[src/rtl/ulbs_pkg.sv]
// Shared types and constants for the UTF-8 literal block sanitizer.
`default_nettype none
package ulbs_pkg;

  localparam int unsigned CpW       = 21;
  localparam int unsigned IndentW   = 6;
  localparam int unsigned RunIdxW   = 6;
  localparam int unsigned CmdDepth  = 4;

  localparam logic [CpW-1:0] CpMax    = 21'h10FFFF;
  localparam logic [CpW-1:0] SurrLo   = 21'h00D800;
  localparam logic [CpW-1:0] SurrHi   = 21'h00DFFF;
  localparam logic [CpW-1:0] CpLs     = 21'h002028;
  localparam logic [CpW-1:0] CpPs     = 21'h002029;
  localparam logic [CpW-1:0] CpNel    = 21'h000085;
  localparam logic [CpW-1:0] CpTab    = 21'h000009;
  localparam logic [CpW-1:0] CpLf     = 21'h00000A;
  localparam logic [CpW-1:0] CpCr     = 21'h00000D;
  localparam logic [CpW-1:0] CpSpace  = 21'h000020;
  localparam logic [CpW-1:0] CpTilde  = 21'h00007E;
  localparam logic [CpW-1:0] CpNbsp   = 21'h0000A0;
  localparam logic [CpW-1:0] CpBmpLo  = 21'h00D7FF;
  localparam logic [CpW-1:0] CpPriv   = 21'h00E000;
  localparam logic [CpW-1:0] CpBmpHi  = 21'h00FFFD;
  localparam logic [CpW-1:0] Min2     = 21'h000080;
  localparam logic [CpW-1:0] Min3     = 21'h000800;
  localparam logic [CpW-1:0] Min4     = 21'h010000;

  localparam logic [7:0] ByteLf    = 8'h0A;
  localparam logic [7:0] ByteSpace = 8'h20;

  typedef enum logic [1:0] {
    CLASS_NONE = 2'd0,
    CLASS_2B   = 2'd1,
    CLASS_3B   = 2'd2,
    CLASS_4B   = 2'd3
  } ulbs_class_e;

  typedef enum logic {
    KIND_TEXT  = 1'b0,
    KIND_BREAK = 1'b1
  } ulbs_kind_e;

  typedef struct packed {
    ulbs_kind_e      kind;
    logic [1:0]      len_m1;
    logic [3:0][7:0] bytes;
  } ulbs_cmd_t;

endpackage
`default_nettype wire

[src/rtl/ulbs_front.sv]
// Front end: UTF-8 decode, validation and line-mode filtering into commands.
`default_nettype none
module ulbs_front (
  input  wire logic               clk_i,
  input  wire logic               rst_ni,
  input  wire logic               accept_i,
  input  wire logic [7:0]         in_byte_i,
  input  wire logic               stream_end_i,
  output ulbs_pkg::ulbs_cmd_t     cmd_o,
  output logic                    cmd_valid_o
);

  logic [ulbs_pkg::CpW-1:0] acc_q, acc_d, acc_ext, dcp, lo;
  logic [1:0]               rem_q, rem_d;
  ulbs_pkg::ulbs_class_e    class_q, class_d;
  logic                     first_q, first_d, first_dec;
  logic                     lead, deliver_en, is_cont;
  logic                     is_break, is_skip, printable;

  assign is_cont = (in_byte_i[7:6] == 2'b10);
  assign acc_ext = {acc_q[ulbs_pkg::CpW-7:0], in_byte_i[5:0]};

  always_comb begin
    unique case (class_q)
      ulbs_pkg::CLASS_2B: lo = ulbs_pkg::Min2;
      ulbs_pkg::CLASS_3B: lo = ulbs_pkg::Min3;
      default:            lo = ulbs_pkg::Min4;
    endcase
  end

  // sequence tracking
  always_comb begin
    acc_d      = acc_q;
    rem_d      = rem_q;
    class_d    = class_q;
    deliver_en = 1'b0;
    dcp        = '0;
    lead       = 1'b1;
    if (rem_q != 2'd0) begin
      if (is_cont) begin
        lead  = 1'b0;
        rem_d = rem_q - 2'd1;
        acc_d = acc_ext;
        if (rem_q == 2'd1) begin
          acc_d   = '0;
          class_d = ulbs_pkg::CLASS_NONE;
          dcp     = acc_ext;
          deliver_en = (acc_ext >= lo) && (acc_ext <= ulbs_pkg::CpMax) &&
                       !((acc_ext >= ulbs_pkg::SurrLo) && (acc_ext <= ulbs_pkg::SurrHi));
        end
      end else begin
        acc_d   = '0;
        rem_d   = 2'd0;
        class_d = ulbs_pkg::CLASS_NONE;
      end
    end
    if (lead) begin
      if (!in_byte_i[7]) begin
        deliver_en = 1'b1;
        dcp        = {{(ulbs_pkg::CpW-8){1'b0}}, in_byte_i};
      end else if (in_byte_i[7:5] == 3'b110) begin
        acc_d   = {{(ulbs_pkg::CpW-5){1'b0}}, in_byte_i[4:0]};
        rem_d   = 2'd1;
        class_d = ulbs_pkg::CLASS_2B;
      end else if (in_byte_i[7:4] == 4'b1110) begin
        acc_d   = {{(ulbs_pkg::CpW-4){1'b0}}, in_byte_i[3:0]};
        rem_d   = 2'd2;
        class_d = ulbs_pkg::CLASS_3B;
      end else if (in_byte_i[7:3] == 5'b11110) begin
        acc_d   = {{(ulbs_pkg::CpW-3){1'b0}}, in_byte_i[2:0]};
        rem_d   = 2'd3;
        class_d = ulbs_pkg::CLASS_4B;
      end
    end
  end

  // code point filter and re-encode
  assign is_skip  = first_q && ((dcp == ulbs_pkg::CpSpace) || (dcp == ulbs_pkg::CpTab) ||
                                (dcp == ulbs_pkg::CpCr));
  assign is_break = (dcp == ulbs_pkg::CpLf) || (dcp == ulbs_pkg::CpCr) ||
                    (dcp == ulbs_pkg::CpNel) || (dcp == ulbs_pkg::CpLs) ||
                    (dcp == ulbs_pkg::CpPs);
  assign printable = (dcp == ulbs_pkg::CpTab) ||
                     ((dcp >= ulbs_pkg::CpSpace) && (dcp <= ulbs_pkg::CpTilde)) ||
                     ((dcp >= ulbs_pkg::CpNbsp) && (dcp <= ulbs_pkg::CpBmpLo)) ||
                     ((dcp >= ulbs_pkg::CpPriv) && (dcp <= ulbs_pkg::CpBmpHi)) ||
                     ((dcp >= ulbs_pkg::Min4) && (dcp <= ulbs_pkg::CpMax));

  always_comb begin
    cmd_valid_o  = 1'b0;
    first_dec    = first_q;
    cmd_o.kind   = ulbs_pkg::KIND_TEXT;
    cmd_o.len_m1 = 2'd0;
    cmd_o.bytes  = '0;
    if (deliver_en && !is_skip) begin
      if (is_break) begin
        cmd_valid_o = 1'b1;
        cmd_o.kind  = ulbs_pkg::KIND_BREAK;
      end else if (printable) begin
        cmd_valid_o = 1'b1;
        first_dec   = 1'b0;
        if (dcp < ulbs_pkg::Min2) begin
          cmd_o.bytes[0] = dcp[7:0];
        end else if (dcp < ulbs_pkg::Min3) begin
          cmd_o.len_m1   = 2'd1;
          cmd_o.bytes[0] = {3'b110, dcp[10:6]};
          cmd_o.bytes[1] = {2'b10, dcp[5:0]};
        end else if (dcp < ulbs_pkg::Min4) begin
          cmd_o.len_m1   = 2'd2;
          cmd_o.bytes[0] = {4'b1110, dcp[15:12]};
          cmd_o.bytes[1] = {2'b10, dcp[11:6]};
          cmd_o.bytes[2] = {2'b10, dcp[5:0]};
        end else begin
          cmd_o.len_m1   = 2'd3;
          cmd_o.bytes[0] = {5'b11110, dcp[20:18]};
          cmd_o.bytes[1] = {2'b10, dcp[17:12]};
          cmd_o.bytes[2] = {2'b10, dcp[11:6]};
          cmd_o.bytes[3] = {2'b10, dcp[5:0]};
        end
      end
    end
  end

  assign first_d = stream_end_i ? 1'b1 : first_dec;

  always_ff @(posedge clk_i or negedge rst_ni) begin
    if (!rst_ni) begin
      acc_q   <= '0;
      rem_q   <= 2'd0;
      class_q <= ulbs_pkg::CLASS_NONE;
      first_q <= 1'b1;
    end else if (accept_i) begin
      first_q <= first_d;
      if (stream_end_i) begin
        acc_q   <= '0;
        rem_q   <= 2'd0;
        class_q <= ulbs_pkg::CLASS_NONE;
      end else begin
        acc_q   <= acc_d;
        rem_q   <= rem_d;
        class_q <= class_d;
      end
    end
  end

  a_rem_in_class: assert property (@(posedge clk_i) disable iff (!rst_ni)
    (rem_q != 2'd0) |-> ((class_q != ulbs_pkg::CLASS_NONE) && (rem_q <= class_q)))
    else $error("pending count exceeds sequence class");

  a_idle_acc_clear: assert property (@(posedge clk_i) disable iff (!rst_ni)
    (rem_q == 2'd0) |-> ((acc_q == '0) && (class_q == ulbs_pkg::CLASS_NONE)))
    else $error("stale accumulator with no sequence pending");

endmodule
`default_nettype wire

[src/rtl/ulbs_cmd_fifo.sv]
// Short command queue between the decoder and the byte emitter.
`default_nettype none
module ulbs_cmd_fifo #(
  parameter int unsigned Depth = ulbs_pkg::CmdDepth
) (
  input  wire logic               clk_i,
  input  wire logic               rst_ni,
  input  wire logic               push_i,
  input  ulbs_pkg::ulbs_cmd_t     wdata_i,
  input  wire logic               pop_i,
  output ulbs_pkg::ulbs_cmd_t     rdata_o,
  output logic                    full_o,
  output logic                    empty_o
);

  localparam int unsigned PtrW = (Depth > 1) ? $clog2(Depth) : 1;
  localparam int unsigned CntW = $clog2(Depth + 1);
  localparam logic [PtrW-1:0] LastPtr = PtrW'(Depth - 1);
  localparam logic [CntW-1:0] DepthCnt = CntW'(Depth);

  ulbs_pkg::ulbs_cmd_t mem_q [Depth];
  logic [PtrW-1:0] wr_ptr_q, rd_ptr_q;
  logic [CntW-1:0] cnt_q;
  logic            do_push, do_pop;

  assign full_o  = (cnt_q == DepthCnt);
  assign empty_o = (cnt_q == '0);
  assign do_push = push_i && !full_o;
  assign do_pop  = pop_i && !empty_o;
  assign rdata_o = mem_q[rd_ptr_q];

  always_ff @(posedge clk_i) begin
    if (do_push) begin
      mem_q[wr_ptr_q] <= wdata_i;
    end
  end

  always_ff @(posedge clk_i or negedge rst_ni) begin
    if (!rst_ni) begin
      wr_ptr_q <= '0;
      rd_ptr_q <= '0;
      cnt_q    <= '0;
    end else begin
      if (do_push) begin
        wr_ptr_q <= (wr_ptr_q == LastPtr) ? '0 : wr_ptr_q + PtrW'(1);
      end
      if (do_pop) begin
        rd_ptr_q <= (rd_ptr_q == LastPtr) ? '0 : rd_ptr_q + PtrW'(1);
      end
      if (do_push && !do_pop) begin
        cnt_q <= cnt_q + CntW'(1);
      end else if (do_pop && !do_push) begin
        cnt_q <= cnt_q - CntW'(1);
      end
    end
  end

  a_cnt_bound: assert property (@(posedge clk_i) disable iff (!rst_ni)
    cnt_q <= DepthCnt)
    else $error("command queue over-filled");

endmodule
`default_nettype wire

[src/rtl/ulbs_back.sv]
// Back end: expands commands into output bytes, one beat per cycle unless the output is stalled.
`default_nettype none
module ulbs_back (
  input  wire logic                          clk_i,
  input  wire logic                          rst_ni,
  input  wire logic [ulbs_pkg::IndentW-1:0]  indent_width_i,
  input  ulbs_pkg::ulbs_cmd_t                head_i,
  input  wire logic                          head_empty_i,
  output logic                               head_pop_o,
  output logic [7:0]                         out_byte_o,
  output logic                               last_of_run_o,
  output logic                               empty_o,
  input  wire logic                          pop_i
);

  ulbs_pkg::ulbs_cmd_t          cmd_q, cur;
  logic                         active_q;
  logic [ulbs_pkg::RunIdxW-1:0] idx_q, cur_idx, cur_final, act_final;
  logic                         out_valid_q;
  logic [7:0]                   out_byte_q, cur_byte;
  logic                         out_last_q;
  logic                         out_adv, src_valid, fire, cur_last;

  assign out_adv   = !out_valid_q || pop_i;
  assign src_valid = active_q || !head_empty_i;
  assign fire      = out_adv && src_valid;
  assign cur       = active_q ? cmd_q : head_i;
  assign cur_idx   = active_q ? idx_q : '0;
  assign head_pop_o = out_adv && !active_q && !head_empty_i;

  always_comb begin
    unique case (cur.kind)
      ulbs_pkg::KIND_BREAK: begin
        cur_final = indent_width_i;
        cur_byte  = (cur_idx == '0) ? ulbs_pkg::ByteLf : ulbs_pkg::ByteSpace;
      end
      default: begin
        cur_final = {{(ulbs_pkg::RunIdxW-2){1'b0}}, cur.len_m1};
        cur_byte  = cur.bytes[cur_idx[1:0]];
      end
    endcase
  end

  assign cur_last  = (cur_idx == cur_final);
  assign act_final = (cmd_q.kind == ulbs_pkg::KIND_BREAK) ? indent_width_i :
                     {{(ulbs_pkg::RunIdxW-2){1'b0}}, cmd_q.len_m1};

  always_ff @(posedge clk_i or negedge rst_ni) begin
    if (!rst_ni) begin
      active_q    <= 1'b0;
      idx_q       <= '0;
      out_valid_q <= 1'b0;
    end else if (out_adv) begin
      out_valid_q <= src_valid;
      if (fire) begin
        active_q <= !cur_last;
        idx_q    <= cur_idx + ulbs_pkg::RunIdxW'(1);
      end
    end
  end

  always_ff @(posedge clk_i) begin
    if (fire) begin
      cmd_q      <= cur;
      out_byte_q <= cur_byte;
      out_last_q <= cur_last;
    end
  end

  assign empty_o       = !out_valid_q;
  assign out_byte_o    = out_byte_q;
  assign last_of_run_o = out_last_q;

  a_idx_range: assert property (@(posedge clk_i) disable iff (!rst_ni)
    active_q |-> ((idx_q != '0) && (idx_q <= act_final)))
    else $error("run index outside command");

  a_hold_on_stall: assert property (@(posedge clk_i) disable iff (!rst_ni)
    (out_valid_q && !pop_i) |=> (out_valid_q && $stable(out_byte_q) && $stable(active_q)))
    else $error("emitter moved while output beat stalled");

endmodule
`default_nettype wire

[src/rtl/utf8_literal_block_sanitizer.sv]
// Top level of the UTF-8 literal block sanitizer.
// Bytes enter through push/full and are decoded, validated and filtered combinationally; each
// accepted byte yields at most one command into a CmdDepth-entry queue. The emitter drains the
// queue at one output beat per cycle through empty/pop unless pop stalls it, so a byte that
// makes one character is taken every cycle; a multibyte character yields one output byte per
// encoded byte, and a line break yields an LF and then indent_width spaces. The input stalls
// (full) once the queue has filled behind a long run. The indent register should be written only
// while the block is idle.
`default_nettype none
module utf8_literal_block_sanitizer #(
  parameter int unsigned CmdDepth = ulbs_pkg::CmdDepth
) (
  input  wire logic                          clk_i,
  input  wire logic                          rst_ni,
  input  wire logic                          indent_width_we_i,
  input  wire logic [ulbs_pkg::IndentW-1:0]  indent_width_i,
  input  wire logic                          push,
  output logic                               full,
  input  wire logic [7:0]                    in_byte_i,
  input  wire logic                          stream_end_i,
  output logic                               empty,
  input  wire logic                          pop,
  output logic [7:0]                         out_byte_o,
  output logic                               last_of_run_o
);

  logic [ulbs_pkg::IndentW-1:0] indent_width_q;
  ulbs_pkg::ulbs_cmd_t          f_cmd, q_head;
  logic                         f_cmd_valid, accept, q_empty, q_pop;

  always_ff @(posedge clk_i or negedge rst_ni) begin
    if (!rst_ni) begin
      indent_width_q <= '0;
    end else if (indent_width_we_i) begin
      indent_width_q <= indent_width_i;
    end
  end

  assign accept = push && !full;

  ulbs_front u_front (
    .clk_i        (clk_i),
    .rst_ni       (rst_ni),
    .accept_i     (accept),
    .in_byte_i    (in_byte_i),
    .stream_end_i (stream_end_i),
    .cmd_o        (f_cmd),
    .cmd_valid_o  (f_cmd_valid)
  );

  ulbs_cmd_fifo #(
    .Depth (CmdDepth)
  ) u_cmd_fifo (
    .clk_i   (clk_i),
    .rst_ni  (rst_ni),
    .push_i  (accept && f_cmd_valid),
    .wdata_i (f_cmd),
    .pop_i   (q_pop),
    .rdata_o (q_head),
    .full_o  (full),
    .empty_o (q_empty)
  );

  ulbs_back u_back (
    .clk_i          (clk_i),
    .rst_ni         (rst_ni),
    .indent_width_i (indent_width_q),
    .head_i         (q_head),
    .head_empty_i   (q_empty),
    .head_pop_o     (q_pop),
    .out_byte_o     (out_byte_o),
    .last_of_run_o  (last_of_run_o),
    .empty_o        (empty),
    .pop_i          (pop)
  );

endmodule
`default_nettype wire
[config.mk]
export PLATFORM = sky130hd
export DESIGN_NAME = utf8_literal_block_sanitizer
export DESIGN_NICKNAME = d
export VERILOG_FILES = /design/src/rtl/ulbs_pkg.sv /design/src/rtl/ulbs_front.sv /design/src/rtl/ulbs_cmd_fifo.sv /design/src/rtl/ulbs_back.sv /design/src/rtl/utf8_literal_block_sanitizer.sv
export SDC_FILE = /design/constraint.sdc
export NUM_CORES = 1
export LEC_CHECK = 0
export ABC_AREA = 1
export BUFFER_PORTS_ARGS = -buffer_cell sky130_fd_sc_hd__clkbuf_2
export CORE_ASPECT_RATIO = 1.75
export CORE_UTILIZATION = 57
export DETAILED_ROUTE_END_ITERATION = 12
export PLACE_DENSITY = 0.74
export SYNTH_ARGS = -nofsm -noshare
export SYNTH_HDL_FRONTEND = slang
export SYNTH_SLANG_ARGS = --single-unit
export TNS_END_PERCENT = 10
[constraint.sdc]
create_clock -name clk_i -period 7.29 [get_ports clk_i]
set_clock_uncertainty 0.15 [all_clocks]
set_input_delay 0.3645 -clock clk_i [delete_from_list [all_inputs] [get_ports clk_i]]
set_output_delay 0.3645 -clock clk_i [all_outputs]
set_load 0.01 [all_outputs]
==> run summary <==
==================================================================================
Status .............................................................. finished clean
Proportion of layout cells with a drive suffix above 1 ..............        9.76%
Post-route DRC violation count ......................................            0
Internal reg-to-reg setup slack .....................................      2540 ps
Crit Reg-Reg Startpoint ............................................. u_front.rem_q[0]
Pins Over Slew Limit ................................................            0
Portion of the post-synthesis area used by sequential elements ......        58.6%
Critical path arrival ...............................................      4970 ps
Number of nets still failing antenna checks after routing ...........            0
Library cells used by synthesis .....................................           42
Number of enable flip-flop cells after synthesis ....................          168
Most frequent cells after synthesis ................................. sky130_fd_sc_hd__nor2_1 (195), sky130_fd_sc_hd__edfxtp_1 (168), sky130_fd_sc_hd__nand2_1 (167)
Final weighted congestion in routability-driven placement ...........         1.02
Placement Rows ......................................................           64
Leakage power figure ................................................      4.55 nW
Clock Sink Count ....................................................          209
Max capacitance violation total .....................................            0
Clock transition at path regs .......................................        60 ps
Cell repeated most along the worst path ............................. sky130_fd_sc_hd__inv_1
Width of the die ....................................................       104 um
Port bufs ...........................................................           30
Unrepaired setup endpoints after global routing .....................           no
Avg WL per Cell .....................................................      19.3 um
Insertion delay of the later-clocked pin in the worst-skew pair .....       490 ps
Met3 usage in global routing ........................................        2.64%
Final-stage net count ...............................................         1171
Crit share post-route ...............................................        65.1%
Highest cell delay on the worst timing path .........................       590 ps
Launching element of the worst setup path ........................... u_front.rem_q[0]
Starting density of the core ........................................        58.8%
Total Die Area ......................................................   0.0187 mm2
Warning count from the yosys run ....................................            0
Worst hold slack ....................................................      49.5 ps
Met2 track demand over resource in global routing ...................        54.0%
Share of synthesized flip-flops with an asynchronous set or reset ...        19.6%
Slew margin rel. ....................................................        36.9%
Reg2reg path depth ..................................................           20
Post-route cell area ................................................   0.0114 mm2
Critical Path End ................................................... u_cmd_fifo.cnt_q[1]
Length of the first detailed-routing pass in iterations .............            7
Hold Fails Final Rpt ................................................            0
Cell count after placement ..........................................         1336
Avg Synthesized Cell Area ...........................................     9.37 um2
Capture instance of the worst register-to-register path ............. u_cmd_fifo.cnt_q[1]
Global route hottest layer ..........................................         met2
Vias ................................................................         7884
Required @ worst endpoint ...........................................      7510 ps
Sum of negative setup slack .........................................         0 ps
Antenna diode count .................................................            0
Clock tree from TritonCTS ...........................................         done
Post-layout util ....................................................        64.7%
Clock H-tree levels .................................................            1
Largest net degree at the start of global routing ...................           66
PnR worst setup slack ...............................................      2540 ps
Number of clock buffers inserted by TritonCTS .......................           21
Post-synthesis instance area ........................................   0.0104 mm2
Maximum operating frequency .........................................      211 MHz
Actual slew at the worst max-slew pin ...............................       940 ps
Net count after synthesis ...........................................         1142
Vias per inst .......................................................         5.72
Finish-stage setup viols ............................................            0
Crit path time final ................................................      4750 ps
Register bit count reported by yosys ................................          209
Cell taking the most area after synthesis ........................... sky130_fd_sc_hd__edfxtp_1
Remaining Overflow, GRT .............................................            0
Largest vdd supply drop .............................................     0.240 mV
Post-Place Worst Slack ..............................................      2620 ps
Leading post-synthesis cells by cell area ........................... sky130_fd_sc_hd__edfxtp_1 (49%), sky130_fd_sc_hd__dfrtp_1 (9.7%), sky130_fd_sc_hd__nor2_1 (7.1%), sky130_fd_sc_hd__nand2_1 (6.0%), sky130_fd_sc_hd__o21ai_0 (6.0%)
Nature of the critical path startpoint ..............................     register
Vias in the first global route ......................................         7916
Detailed router's first-iteration violation count ...................          427
Library cell used as clock root buffer .............................. sky130_fd_sc_hd__clkbuf_16
Power density over the cells ........................................   353 mW/mm2
Class of the most critical hold timing path ......................... primary input to register
Gate Count Post-Synth ...............................................         1106
Cell breakdown of the critical path ................................. inv_1 > ha_1 > inv_2 > nand3_2 > nor2_2 > o21ai_1 > inv_1 > nor2_1 > nand2_1 > inv_1 > nand2_1 > nand3_2 > nor2_8 > nand2_2 > nand2_4 > inv_1 > ha_1 > inv_1 > fa_1 > mux2_2
Antenna violations before repair ....................................            0
Vertical extent of the die ..........................................       180 um
Share of the synthesized area in the top cell type ..................        48.7%
Final-layout fill cell count ........................................         1449
Core region area ....................................................   0.0176 mm2
I/O pin cnt .........................................................           31
Critical path type .................................................. register to register
Commonest register cell after synthesis ............................. sky130_fd_sc_hd__edfxtp_1
Critical-path maximum fanout ........................................           21
Wire length of the first global-routing pass ........................     41800 um
Met1 layer usage reported by global route ...........................        30.1%
Final WL ............................................................     26600 um
Clock buffer depth ..................................................            3
Detailed-placement wirelength estimate ..............................     19100 um
Placed Area .........................................................   0.0107 mm2
Nature of the critical path endpoint ................................     register
Tot Pwr .............................................................      4.02 mW
Most instantiated library cell after synthesis ...................... sky130_fd_sc_hd__nor2_1
Critical-path cell with the highest stage delay ..................... sky130_fd_sc_hd__inv_1
Signed area change from the synthesized netlist to the final layout .        10.0%
Layout Cells excl Fill ..............................................         1379
GRT Total Usage .....................................................        29.0%
==================================================================================
[cell type report]
| class | count | area (um2) | share of cell area, % |
|---|---|---|---|
| timing repair buffer | 49 | 310 | 2.72 |
| tap | 231 | 289 | 2.54 |
| clock buffer | 23 | 533 | 4.68 |
| sequential | 209 | 6070 | 53.3 |
| clock inverter | 13 | 73.8 | 0.648 |
| inverter | 119 | 447 | 3.92 |
| multi-input combinational | 735 | 3670 | 32.2 |
[worst max-delay path: cells and delay by family (launching register included)]
family	cells	cell delay (ps)
adder cells (fa/ha/maj)	3	870
AO/OA/AOI/OAI	1	460
AND/OR/NAND/NOR	9	1370
flip-flops	1	370
buffers and inverters	6	1120
multiplexers	1	280
[power by group]
group	switching (mW)	internal (mW)
Clock	0.437	0.531
Combinational	0.950	0.427
Sequential	0.107	1.57
Total	1.49	2.53
[layer usage]
metal / wire, um / vias up
li1: - / 3847
met1: 9340 / 3699
met2: 14400 / 236
met3: 808 / 102
met4: 2090 / 0
met5: 0 / -
[how the worst min path moves through the flow]
stage                          startpoint           endpoint  depth (start not counted)
after floorplan                    rst_ni  indent_width_q[0]                          0
after global placement    u_back.idx_q[1]    u_back.idx_q[1]                          2
after detailed placement           rst_ni  indent_width_q[0]                          2
after CTS                    stream_end_i    u_front.first_q                          3
after global routing         stream_end_i    u_front.first_q                          3
final                                 pop    u_back.active_q                          4
[placed cells by master (no fill, tap or decap), types with 8 or more instances in the layout]
master and n:
sky130_fd_sc_hd__nand2_1 167, sky130_fd_sc_hd__edfxtp_1 168, sky130_fd_sc_hd__clkbuf_2 30, sky130_fd_sc_hd__nor2_1 191
sky130_fd_sc_hd__o21ai_0 124, sky130_fd_sc_hd__a21oi_1 29, sky130_fd_sc_hd__inv_1 111, sky130_fd_sc_hd__a31oi_1 17
sky130_fd_sc_hd__clkbuf_16 21, sky130_fd_sc_hd__nor3_1 29, sky130_fd_sc_hd__nor2_2 11, sky130_fd_sc_hd__buf_4 12
sky130_fd_sc_hd__o211ai_1 8, sky130_fd_sc_hd__o22ai_1 40, sky130_fd_sc_hd__dfrtp_1 39, sky130_fd_sc_hd__nand3_1 32
sky130_fd_sc_hd__nand4_1 12, sky130_fd_sc_hd__nand2_2 9, sky130_fd_sc_hd__xor2_1 9, sky130_fd_sc_hd__ha_1 15
[state kept, by name, summed over array words and instances, names as in the netlist, 2 cells and up]
register and flops:
u_front.acc_q 15, u_front.rem_q 2, u_front.class_q 2, u_cmd_fifo.wr_ptr_q 2, indent_width_q 6, u_cmd_fifo.rd_ptr_q 2, u_back.idx_q 6, u_back.out_byte_o 8
u_cmd_fifo.mem_q 124, u_cmd_fifo.cnt_q 3, u_back.cmd_q 35
[kinds of logic (layout without fill, tap and decap cells)]
family | count (synthesis) | count (layout) | synth area share, %
buf+inv | 162 | 204 | 6.06
xor+xnor | 11 | 11 | 0.930
simple gates | 466 | 466 | 19.3
flops | 209 | 209 | 58.6
mux | 1 | 1 | 0.109
fa+ha+maj | 16 | 16 | 2.00
compound gates | 241 | 241 | 13.0
[timing repair]
item                                    in CTS  in global routing
setup buffers                                0                  0
hold endpoints to repair                    46                  0
resized for setup                            0                  0
hold buffers                                 7                  0
endpoints found under the setup margin       0                  0
No activity file was read; power rests on OpenSTA's default activity.
